## src/rtl/core/mrd_pkg.sv

```systemverilog
`default_nettype none
// ---------------------------------------------------------------------------
// mrd_pkg
// types and constants shared by the region decoder cells and top level
// ---------------------------------------------------------------------------
package mrd_pkg;

    localparam int MRD_MAX_REGIONS = 16;

    typedef enum logic [2:0] {
        ST_OK       = 3'd0,
        ST_READONLY = 3'd1,
        ST_UNMAPPED = 3'd2,
        ST_FULL     = 3'd3,
        ST_ADDED    = 3'd4
    } t_status;

    typedef enum logic {
        CMD_ADD    = 1'b0,
        CMD_ACCESS = 1'b1
    } t_cmd;

    localparam logic [1:0] SIZE_INVALID = 2'd3;

    typedef struct packed {
        logic        vld;
        logic [31:0] start;
        logic [32:0] end_addr;
        logic [7:0]  tag;
        logic        ro;
    } t_entry;

    typedef struct packed {
        logic        vld;
        t_cmd        cmd;
        logic        skip;
        logic        shifting;
        t_entry      ent;
        logic [31:0] addr;
        logic        write;
        logic [1:0]  size;
        logic        found;
        t_status     status;
        logic [7:0]  hit_tag;
        logic [31:0] offset;
    } t_req;

endpackage
`default_nettype wire

```

## src/rtl/core/mrd_cell.sv

```systemverilog
`default_nettype none
// ---------------------------------------------------------------------------
// mrd_cell
// one table slot: swap-insert for adds, range check for accesses
// ---------------------------------------------------------------------------
module mrd_cell
    import mrd_pkg::*;
(
    input  wire logic i_clk,
    input  wire logic i_rst_n,
    input  wire logic i_en,
    input  t_req      i_req,
    output t_req      o_req,
    output logic      o_valid
);

    t_entry r_entry, n_entry;
    t_req   r_req, n_req;
    logic   r_valid, n_valid;
    logic   hit;

    always_comb begin
        hit = r_valid && (i_req.addr >= r_entry.start) &&
              ({1'b0, i_req.addr} < r_entry.end_addr);
    end

    always_comb begin
        n_entry = r_entry;
        n_valid = r_valid;
        n_req   = r_req;
        if (i_en) begin
            n_req = i_req;
            if (i_req.vld && !i_req.skip) begin
                if (i_req.cmd == CMD_ADD) begin
                    if (i_req.ent.vld && (!r_valid || i_req.shifting ||
                                          i_req.ent.start <= r_entry.start)) begin
                        n_entry          = i_req.ent;
                        n_valid          = 1'b1;
                        n_req.ent        = r_entry;
                        n_req.ent.vld    = r_valid;
                        n_req.shifting   = 1'b1;
                    end
                end else if (!i_req.found && hit) begin
                    n_req.found   = 1'b1;
                    n_req.hit_tag = r_entry.tag;
                    n_req.offset  = i_req.addr - r_entry.start;
                    n_req.status  = (r_entry.ro && i_req.write) ? ST_READONLY : ST_OK;
                end
            end
        end
    end

    always_ff @(posedge i_clk) begin
        if (!i_rst_n) begin
            r_valid <= 1'b0;
            r_req   <= '0;
        end else begin
            r_valid <= n_valid;
            r_req   <= n_req;
        end
    end

    always_ff @(posedge i_clk) begin
        r_entry <= n_entry;
    end

    assign o_req   = r_req;
    assign o_valid = r_valid;

endmodule
`default_nettype wire

```

## config.mk

```make
export PLATFORM = sky130hd
export DESIGN_NAME = mrd_cell
export DESIGN_NICKNAME = d
export VERILOG_FILES = /design/src/rtl/core/mrd_pkg.sv /design/src/rtl/core/mrd_cell.sv
export SDC_FILE = /design/constraint.sdc
export NUM_CORES = 1
export LEC_CHECK = 0
export ABC_AREA = 1
export ABC_CLOCK_PERIOD_IN_PS = 10400
export BUFFER_PORTS_ARGS = -buffer_cell sky130_fd_sc_hd__buf_2
export CORE_ASPECT_RATIO = 2
export CORE_MARGIN = 4
export CORE_UTILIZATION = 59
export CTS_BUF_LIST = sky130_fd_sc_hd__clkbuf_16
export DETAILED_ROUTE_END_ITERATION = 12
export GPL_TIMING_DRIVEN = 0
export HOLD_SLACK_MARGIN = 0.03
export PLACE_DENSITY = 0.87
export SLEW_MARGIN = 20
export SYNTH_ARGS = -nofsm -noshare
export SYNTH_HDL_FRONTEND = slang
export SYNTH_SLANG_ARGS = --single-unit
```

## constraint.sdc

```tcl
create_clock -name i_clk -period 10.4 [get_ports i_clk]
set_input_delay 0 -clock i_clk [delete_from_list [all_inputs] [get_ports i_clk]]
set_output_delay 0 -clock i_clk [all_outputs]
set_load 0.05 [all_outputs]
```

* Yosys cells after proc, flatten, opt, wreduce, memory -nomap -nowiden
Index checks and enable logic that the tools add are counted.
Word-level totals: register bits after elaboration 233, input bits 161, output and inout bits 159
Cells by class: $add $sub $neg 1, $lt $le $gt $ge 3, multiplexer cells 7, bitwise operators 1, reductions and logical operators 12
Operators with widths (number):
- 2-to-1 mux 76 bit | 3
- 2-to-1 mux 44 bit | 3
- < comparator 32 x 33 -> 1 bit | 1
- >= comparator 32 bit | 1
- less-or-equal comparator 32 bit | 1
- subtractor 32 bit | 1
- logical AND 1 bit | 6
- AND reduction 4 bit | 1
- zero test 1 bit | 3
- logical OR 1 bit | 2
- 2-to-1 mux 1 bit | 1
- NOT 1 bit | 1

* Logic depth before layout (Yosys ltp)
Gate-level depths: netlist (run 1).
word-level depth 7, gate-level depth with buffers 18, mapped depth without buffers 17

* Least setup slack after synthesis (run 1)
No wires, ideal clock.
path type register to register, from register r_entry[67] (netlist bit), to register r_entry[0] (netlist bit), enable pin, library setup time 428 ps, arrival 3178 ps, data required time 9972 ps, slack 6794 ps, cell stages (with the launch flop) 16, path buffers 2, clock period less this slack 3606 ps, path through edfxtp_1 -> inv_1 -> ha_1 -> nand2_1 -> inv_1 -> o21ai_1 -> nand2_1 -> nand2_1 -> o211ai_1 -> a21oi_1 -> nand2_1 -> nand2_1 -> buf_4 -> buf_2 -> nand3_1 -> inv_1
On the way: longest elaborated chain between the ends 4
Ends and longest elaborated chain:
- start, declared | line mrd_cell.sv:17 | t_entry r_entry, n_entry;
- start signal, assigned | line mrd_cell.sv:64 | r_entry <= n_entry;
- less-or-equal comparator 32 bit | line mrd_cell.sv:36 | i_req.ent.start <= r_entry.start)) begin
- logical OR 1 bit | line mrd_cell.sv:35 | if (i_req.ent.vld && (!r_valid || i_req.shifting ||
- logical AND 1 bit | line mrd_cell.sv:35
- AND reduction 4 bit (no source line)
Every way passes these cells. A chain may end at the register's enable or synchronous reset.

* Worst setup path in the final report (run 1)
from register r_entry[73] (netlist bit), to register r_entry[31] (netlist bit), enable pin
The elaborated chain is that of the path after synthesis.

==> results_dict.tcl, run 1 <==
set metrics [dict create \
    status "completed" \
    io_buffer_count 319 \
    synth_area_leaders "dfxtp_1 23%, edfxtp_1 16%, nand2_1 15%" \
    finalHoldViolCount 0 \
    h-tree-depth 1 \
    crit_chain "inv_1 > ha_1 > nand2_1 > inv_1 > nand2_1 > inv_1 > nand2_1 > o211ai_1 > a21oi_1 > nand2_1 > nand2_1 > buf_4 > buf_2 > nand3_1 > inv_4 > buf_12" \
    yosysWarnings 0 \
    grt_max_degree 40 \
    endpoint_kind "flip-flop" \
    yosys.area.top_type_share_pct 22.93 \
    ys_seq_area_share_pct 38.94 \
    whs_ps 171.4 \
    fp.dieH_microns 224.9 \
    dr.pass1.iters 6 \
    tightest_slew_ps 962.7 \
    yosysUniqueCellTypes 37 \
    synth_flop_cell "dfxtp_1" \
    ys_seq_elements 233 \
    fp.dieW_microns 116.5 \
    post_cts_buffers 0 \
    drtIter0Drc 1457 \
    max-slew-margin-rel_pct 35.82 \
    clk_pin_slew_ps 80 \
    cts-root-buf "clkbuf_16" \
    post-route-drc-count 0 \
    grt_pass1_vias 16956 \
    wl_per_cell_microns 20.71 \
    path_buf_inv 7 \
    syn_to_final_growth_pct 30.47 \
    fin_crit_ps 4053 \
    routed_wl_microns 58060 \
    critPathLaunchType "flip-flop" \
    antenna_found_initial 4 \
    clk_path_buf_depth 3 \
    fin_setup_tns_ps 0 \
    syn_avg_cell_area_sq_um 6.948 \
    rows 79 \
    syn_area_sq_um 13880 \
    synthArstFlopShare_pct 0 \
    synth_commonest_cells "551 x nand2_1, 338 x inv_1, 222 x nand3_1, 170 x a21oi_1, 159 x dfxtp_1" \
    yosys.area.top_type "dfxtp_1" \
    multi_input_comb_area_sq_um 6783 \
    setup_violations 0 \
    crit_required_ps 10610 \
    cp.arrival_ps 4260 \
    gp_congestion 0.9575 \
    critPathMaxStageDelay_ps 570 \
    fin_worst_skew_ps 22.04 \
    ios 320 \
    grt_overflow 0 \
    maxCapViolations 0 \
    path_max_fanout 39 \
    cts_buffers 21 \
    cellLeakagePower_nw 9.522 \
    vias 16289 \
    syn_inst 1998 \
    regArea_sq_um 5405 \
    critPathSlowestCell "inv_4" \
    fin_crit_sh_pct 38.97 \
    ant_nets 0 \
    power_density_nw_per_um2 127.9 \
    cts_tree "yes" \
    holdCritPathClass "in -> reg" \
    critical_path_class "reg -> reg" \
    synth.net_count 2255 \
    crit_path_frequent_cell "nand2_1" \
    vdd_ir_drop_max_v 0.0001580 \
    crit_family "buffers and inverters" \
    grt_setup_unrepaired "false" \
    dpl.hpwl_microns 39560 \
    synth-edff-count 74 \
    nNetsFinal 2759 \
    synth.most_common_cell "nand2_1" \
    grt_pass1_wl_microns 88430 \
    clock_latency_ps 540 \
    track_usage_pct 43.70 \
    slew_violations 0 \
    cts_sinks 233 \
    fmax_ghz 0.2467 \
    n_fill_cell 1605 \
    final_layout_size_suffix_gt1_share_pct 15.69 \
    core_sq_um 23230 \
    start_util_pct 59.76 \
    viasPerCell 5.809 \
    die_area_sq_um 26200 \
]
==> sequential cells by signal, indices dropped and copies added, names as in the netlist <==
| register | count |
|---|---|
| r_entry | 74 |
| o_req | 158 |
| o_valid | 1 |
==> placed cells by master (no fill, tap or decap), drive strengths merged <==
| cell | n |
|---|---|
| a21oi | 171 |
| xnor2 | 15 |
| edfxtp | 74 |
| o21a | 1 |
| nand2 | 557 |
| and2 | 6 |
| nor2 | 136 |
| fa | 1 |
| buf | 351 |
| clkinvlp | 2 |
| ha | 95 |
| o21ai | 49 |
| diode | 4 |
| inv | 348 |
| a21boi | 1 |
| and3 | 2 |
| nand3 | 225 |
| clkinv | 8 |
| nand4 | 51 |
| o211ai | 1 |
| o21bai | 3 |
| dlygate4sd3 | 161 |
| a31oi | 2 |
| clkbuf | 81 |
| nand3b | 7 |
| xor2 | 2 |
| dfxtp | 159 |
| bufinv | 1 |
| nor3 | 6 |
| nor4 | 1 |
==> per-stage QoR <==
| stage | total power, mW | std cells | setup slack, ps | utilization (%) | area, sq um |
|---|---|---|---|---|---|
| global placement | 1.487 | 2600 | 4929 | 68.16 | 15830 |
| detailed placement | 1.497 | 2601 | 6463 | 68.26 | 15860 |
| floorplan | 1.336 | 1998 | 6794 | - | 13880 |
| global route | 2.385 | 2803 | 6194 | 77.96 | 18110 |
| finish | 2.317 | 2804 | 6347 | 77.97 | 18110 |
| CTS | 2.281 | 2800 | 6453 | 77.93 | 18100 |
==> tightest hold or removal path: stages <==
cell     delay, ps
buf_2          110
nor2_1         120
nand4_4        210
nand2_1         70
nand3_1         90
a21oi_1         60
==> where the power goes <==
| group | switching [mW] | internal (mW) |
|---|---|---|
| sequential | 0.0236 | 0.978 |
| clock | 0.366 | 0.395 |
| combinational | 0.383 | 0.172 |
==> final timing paths <==
| kind | startpoint | to | cells after the start | slack, ps |
|---|---|---|---|---|
| worst min register to register | o_req[18]$_SDFFE_PN0P_ | o_req[18]$_SDFFE_PN0P_ | 2 | 460 |
| worst min-delay path | i_req[43] | o_req[34]$_SDFFE_PN0P_ | 6 | 170 |
| worst max-delay path | r_entry[73]$_DFFE_PP_ | r_entry[31]$_DFFE_PP_ | 16 | 6350 |
| worst max register to register | r_entry[73]$_DFFE_PP_ | r_entry[31]$_DFFE_PP_ | 16 | 6350 |
==> what timing repair did <==
item / CTS / global route
gates resized for setup: 0 / 0
endpoints found under the hold margin: 232 / 0
hold buffers: 161 / 0
==> cell families (layout without fill, tap and decap cells) <==
kind of cell | after synthesis | in the layout | synth area share (%)
xor gates and xnor gates | 17 | 17 | 1.073
other | 0 | 4 | 0
DFF | 233 | 233 | 38.94
buffers and inverters | 433 | 952 | 12.20
and+or+nand+nor | 991 | 991 | 30.71
AOI/OAI and AO/OA | 228 | 228 | 8.373
adders and majority gates | 96 | 96 | 8.707
==> per-layer routing <==
layer	vias up	share of wire (%)	GRT usage [%]
met4	0	12	40.54
met1	7295	31	42.99
li1	7393	-	-
met5	-	0	0
met2	1152	49	73.73
met3	449	8.8	9.433
==> cell type report <==
class                           count  area share, %
Clock inverter                     17         0.6079
Multi-Input combinational cell   1332          37.45
Antenna cell                        4        0.05526
Inverter                          342          7.101
Clock buffer                       21          2.901
Sequential cell                   233          29.84
Buffer                             91          2.266
Timing Repair Buffer              481          17.82
Tap cell                          283          1.955
No activity file was read; power rests on OpenSTA's default activity.
==> inputs of run 2 (changes only) <==
--- a/config.mk
+++ b/config.mk
@@ -5,17 +5,17 @@
 export SDC_FILE = /design/constraint.sdc
 export NUM_CORES = 1
 export LEC_CHECK = 0
-export ABC_AREA = 1
-export ABC_CLOCK_PERIOD_IN_PS = 10400
+export ABC_AREA = 0
+export ABC_CLOCK_PERIOD_IN_PS = 3900
 export BUFFER_PORTS_ARGS = -buffer_cell sky130_fd_sc_hd__buf_2
 export CORE_ASPECT_RATIO = 2
 export CORE_MARGIN = 4
-export CORE_UTILIZATION = 59
+export CORE_UTILIZATION = 53
 export CTS_BUF_LIST = sky130_fd_sc_hd__clkbuf_16
 export DETAILED_ROUTE_END_ITERATION = 12
 export GPL_TIMING_DRIVEN = 0
 export HOLD_SLACK_MARGIN = 0.03
-export PLACE_DENSITY = 0.87
+export PLACE_DENSITY = 0.81
 export SLEW_MARGIN = 20
 export SYNTH_ARGS = -nofsm -noshare
 export SYNTH_HDL_FRONTEND = slang
==> constraint.sdc (replaced) <==
create_clock -name i_clk -period 3.9 [get_ports i_clk]
set_input_delay 0 -clock i_clk [delete_from_list [all_inputs] [get_ports i_clk]]
set_output_delay 0 -clock i_clk [all_outputs]
set_load 0.05 [all_outputs]
==> run 2 against run 1 <==
Via count decreased by 25%. Synthesized cell count decreased by 39%. Routed wire length decreased by 19%. Count of clock-buffer cells in the layout unchanged. Highest routed layer unchanged.
==> results_dict.tcl, run 2 <==
set metrics [dict create \
    synth.most_common_cell "dfxtp_1" \
    clk_path_buf_depth 3 \
    fin_crit_ps 3757 \
    post-route-drc-count 0 \
    r2r_end "o_req[23]$_SDFFE_PN0P_" \
    syn_inst 1218 \
    start_util_pct 53.90 \
    vdd_ir_drop_max_v 0.0004103 \
    placed_area_sq_um 13920 \
    multi_input_comb_area_sq_um 5972 \
    postLayoutCoreUtil_pct 73.52 \
    grt_pass1_wl_microns 71750 \
    ys_seq_area_share_pct 45.45 \
    die_area_sq_um 25040 \
    n_fill_cell 1505 \
    clk_pin_slew_ps 80 \
    fin_crit_sh_pct 96.32 \
    p_clk_share_pct 32.8 \
    layout_setup_ws_ps 143.5 \
    pwr-share-comb_pct 23.4 \
    p_int_mw 4.167 \
    synth-edff-count 74 \
    routed_wl_microns 47040 \
    h-tree-depth 1 \
    final_area_sq_um 16220 \
    ys_seq_elements 233 \
    yosysWarnings 0 \
    cts_sinks 233 \
    drtIter0Drc 881 \
    fmax_ghz 0.2662 \
    gp_congestion 1.026 \
    regArea_sq_um 5405 \
    antenna_found_initial 2 \
    synth_flop_cell "dfxtp_1" \
    io_buffer_count 318 \
    path_max_fanout 10 \
    synth-simple-area-share_pct 9.132 \
    dpl_worst_slack_ps -609.3 \
    fp.dieH_microns 219.8 \
    critPathLaunchType "flip-flop" \
    critPathLaunch "r_entry[42]$_DFFE_PP_" \
    synth_mux_area_share_pct 9.679 \
    p_switching_mw 1.999 \
    final_cell_mix "326 x buf_2, 160 x dlygate4sd3_1, 159 x dfxtp_1" \
    finalHoldViolCount 0 \
    instances_no_fill 2018 \
    grt_pass1_vias 13060 \
    syn_area_sq_um 11890 \
    dp_cells 1815 \
    yosysUniqueCellTypes 68 \
    critical_path_class "reg -> reg" \
    synth_area_leaders "dfxtp_1 27%, edfxtp_1 19%, ha_1 10%" \
    rrSetupSlack_ps 140 \
    fin_setup_tns_ps 0 \
    slew_violations 0 \
    dr.pass1.iters 5 \
    cts_buffers 21 \
    syn_avg_cell_area_sq_um 9.764 \
    yosys.area.top_type_share_pct 26.76 \
    synthAdderAreaFrac_pct 10.16 \
    whs_ps 203.9 \
    cts-root-buf "clkbuf_16" \
    fin_worst_skew_ps 25.75 \
    vias 12226 \
    r2r-start "r_entry[42]$_DFFE_PP_" \
    synth_top_family_by_area "compound AO/OA/AOI/OAI gates" \
    finalPower_mw 6.167 \
    max-slew-margin-rel_pct 36.87 \
    holdCritPathClass "in -> reg" \
    power_density_nw_per_um2 380.2 \
    status "completed" \
    viasPerCell 6.058 \
    setup_violations 0 \
    worstSetupEndpoint "o_req[23]$_SDFFE_PN0P_" \
    track_usage_pct 36.98 \
    largest_reg_flops 158 \
    cts_tree "yes" \
    synth_xor_area_share_pct 1.694 \
    synth.net_count 1475 \
    rr_worst_depth 11 \
    cellLeakagePower_nw 7.977 \
    tightest_slew_ps 947.0 \
    synthArstFlopShare_pct 0 \
    fp.dieW_microns 113.9 \
    dpl.hpwl_microns 33380 \
    syn_to_final_growth_pct 36.39 \
    yosys.area.top_type "dfxtp_1" \
    rows 77 \
    grt_max_degree 28 \
    nNetsFinal 1982 \
    ant_nets 0 \
    synth_compound_area_share_pct 19.17 \
    wl_per_cell_microns 23.31 \
    seq_power_share_pct 43.8 \
    grt_setup_unrepaired "false" \
    p_sw_share_pct 32.42 \
    synth_commonest_cells "159 x dfxtp_1, 130 x a21oi_1, 115 x mux2i_1, 99 x o21ai_0, 95 x ha_1" \
    final_layout_size_suffix_gt1_share_pct 21.91 \
    endpoint_kind "flip-flop" \
    grt_overflow 0 \
    ios 320 \
    final_common_cell "buf_2" \
    crit_required_ps 4270 \
    maxCapViolations 0 \
    core_sq_um 22060 \
    clock_latency_ps 530 \
    cp.arrival_ps 4130 \
]
[run 2: cell count changes after synthesis, moves of 21 or more]
cell	before	now
nand3_1	222	17
nand2_1	551	83
a311oi_1	0	21
a21oi_1	170	130
a21o_1	0	31
inv_1	338	75
nor2_1	131	87
o21ai_0	48	99
nand4_1	50	17
mux2i_1	0	115
[run 2: kinds of logic after synthesis]
| logic type | after synthesis |
|---|---|
| AO/OA/AOI/OAI | 366 |
| XOR/XNOR | 23 |
| adder cells (fa/ha/maj) | 96 |
| buffers and inverters | 142 |
| flip-flops | 233 |
| multiplexers | 115 |
| AND/OR/NAND/NOR | 243 |
[run 2: critical path, stage by stage (launching register included)]
cell	delay, ps
edfxtp_1	430
ha_1	230
fa_1	380
nand2b_1	170
a21oi_1	330
a31oi_2	230
o221a_2	330
a2111oi_4	400
o211ai_2	270
buf_2	330
a221oi_4	390
a21oi_1	110
[run 2: final cells by class]
type                            instances  area share, %
Antenna cell                            3        0.04628
Buffer                                 65          1.705
Clock buffer                           21          3.240
Clock inverter                         16         0.6479
Inverter                               76          1.759
Multi-Input combinational cell        843          36.82
Sequential cell                       233          33.32
Tap cell                              276          2.129
Timing Repair Buffer                  485          20.33
[run 2: how the worst min path moves through the flow]
stage                    start               endpoint  slack, ps  cells after the start
floorplan            i_req[79]   r_entry[0]$_DFFE_PP_        100                      0
global placement    i_req[111]  r_entry[32]$_DFFE_PP_        190                      1
detailed placement   i_req[85]   r_entry[6]$_DFFE_PP_        190                      1
CTS                 i_req[100]  r_entry[21]$_DFFE_PP_        190                      2
global route        i_req[105]  r_entry[26]$_DFFE_PP_        200                      2
finish              i_req[114]  r_entry[35]$_DFFE_PP_        200                      2
[run 2: per-layer routing]
metal | track usage, % | up-vias | share of wire [%]
met3 | 5.716 | 244 | 6.7
li1 | - | 5451 | -
met5 | 0 | - | 0
met4 | 27.55 | 0 | 8.6
met1 | 37.33 | 5834 | 33
met2 | 66.98 | 697 | 52
[run 2: timing repair]
| action | 4_1_cts | 5_1_grt |
|---|---|---|
| hold endpoints to repair | 232 | 0 |
| endpoints found under the setup margin | 114 | 31 |
| buffers inserted | 3 | 1 |
| hold buffers | 160 | 0 |
| resized for setup | 4 | 3 |
| pin swaps | 2 | 1 |
| gates cloned | 0 | 0 |
[run 2: power groups by stage]
stage / Combinational, mW / Clock, mW / Sequential (mW)
detailed placement: 1.27 / 0 / 2.74
global route: 1.53 / 2.11 / 2.71
global placement: 1.24 / 0 / 2.74
finish: 1.45 / 2.02 / 2.70
floorplan: 0.462 / 0 / 3.12
CTS: 1.41 / 2.01 / 2.69
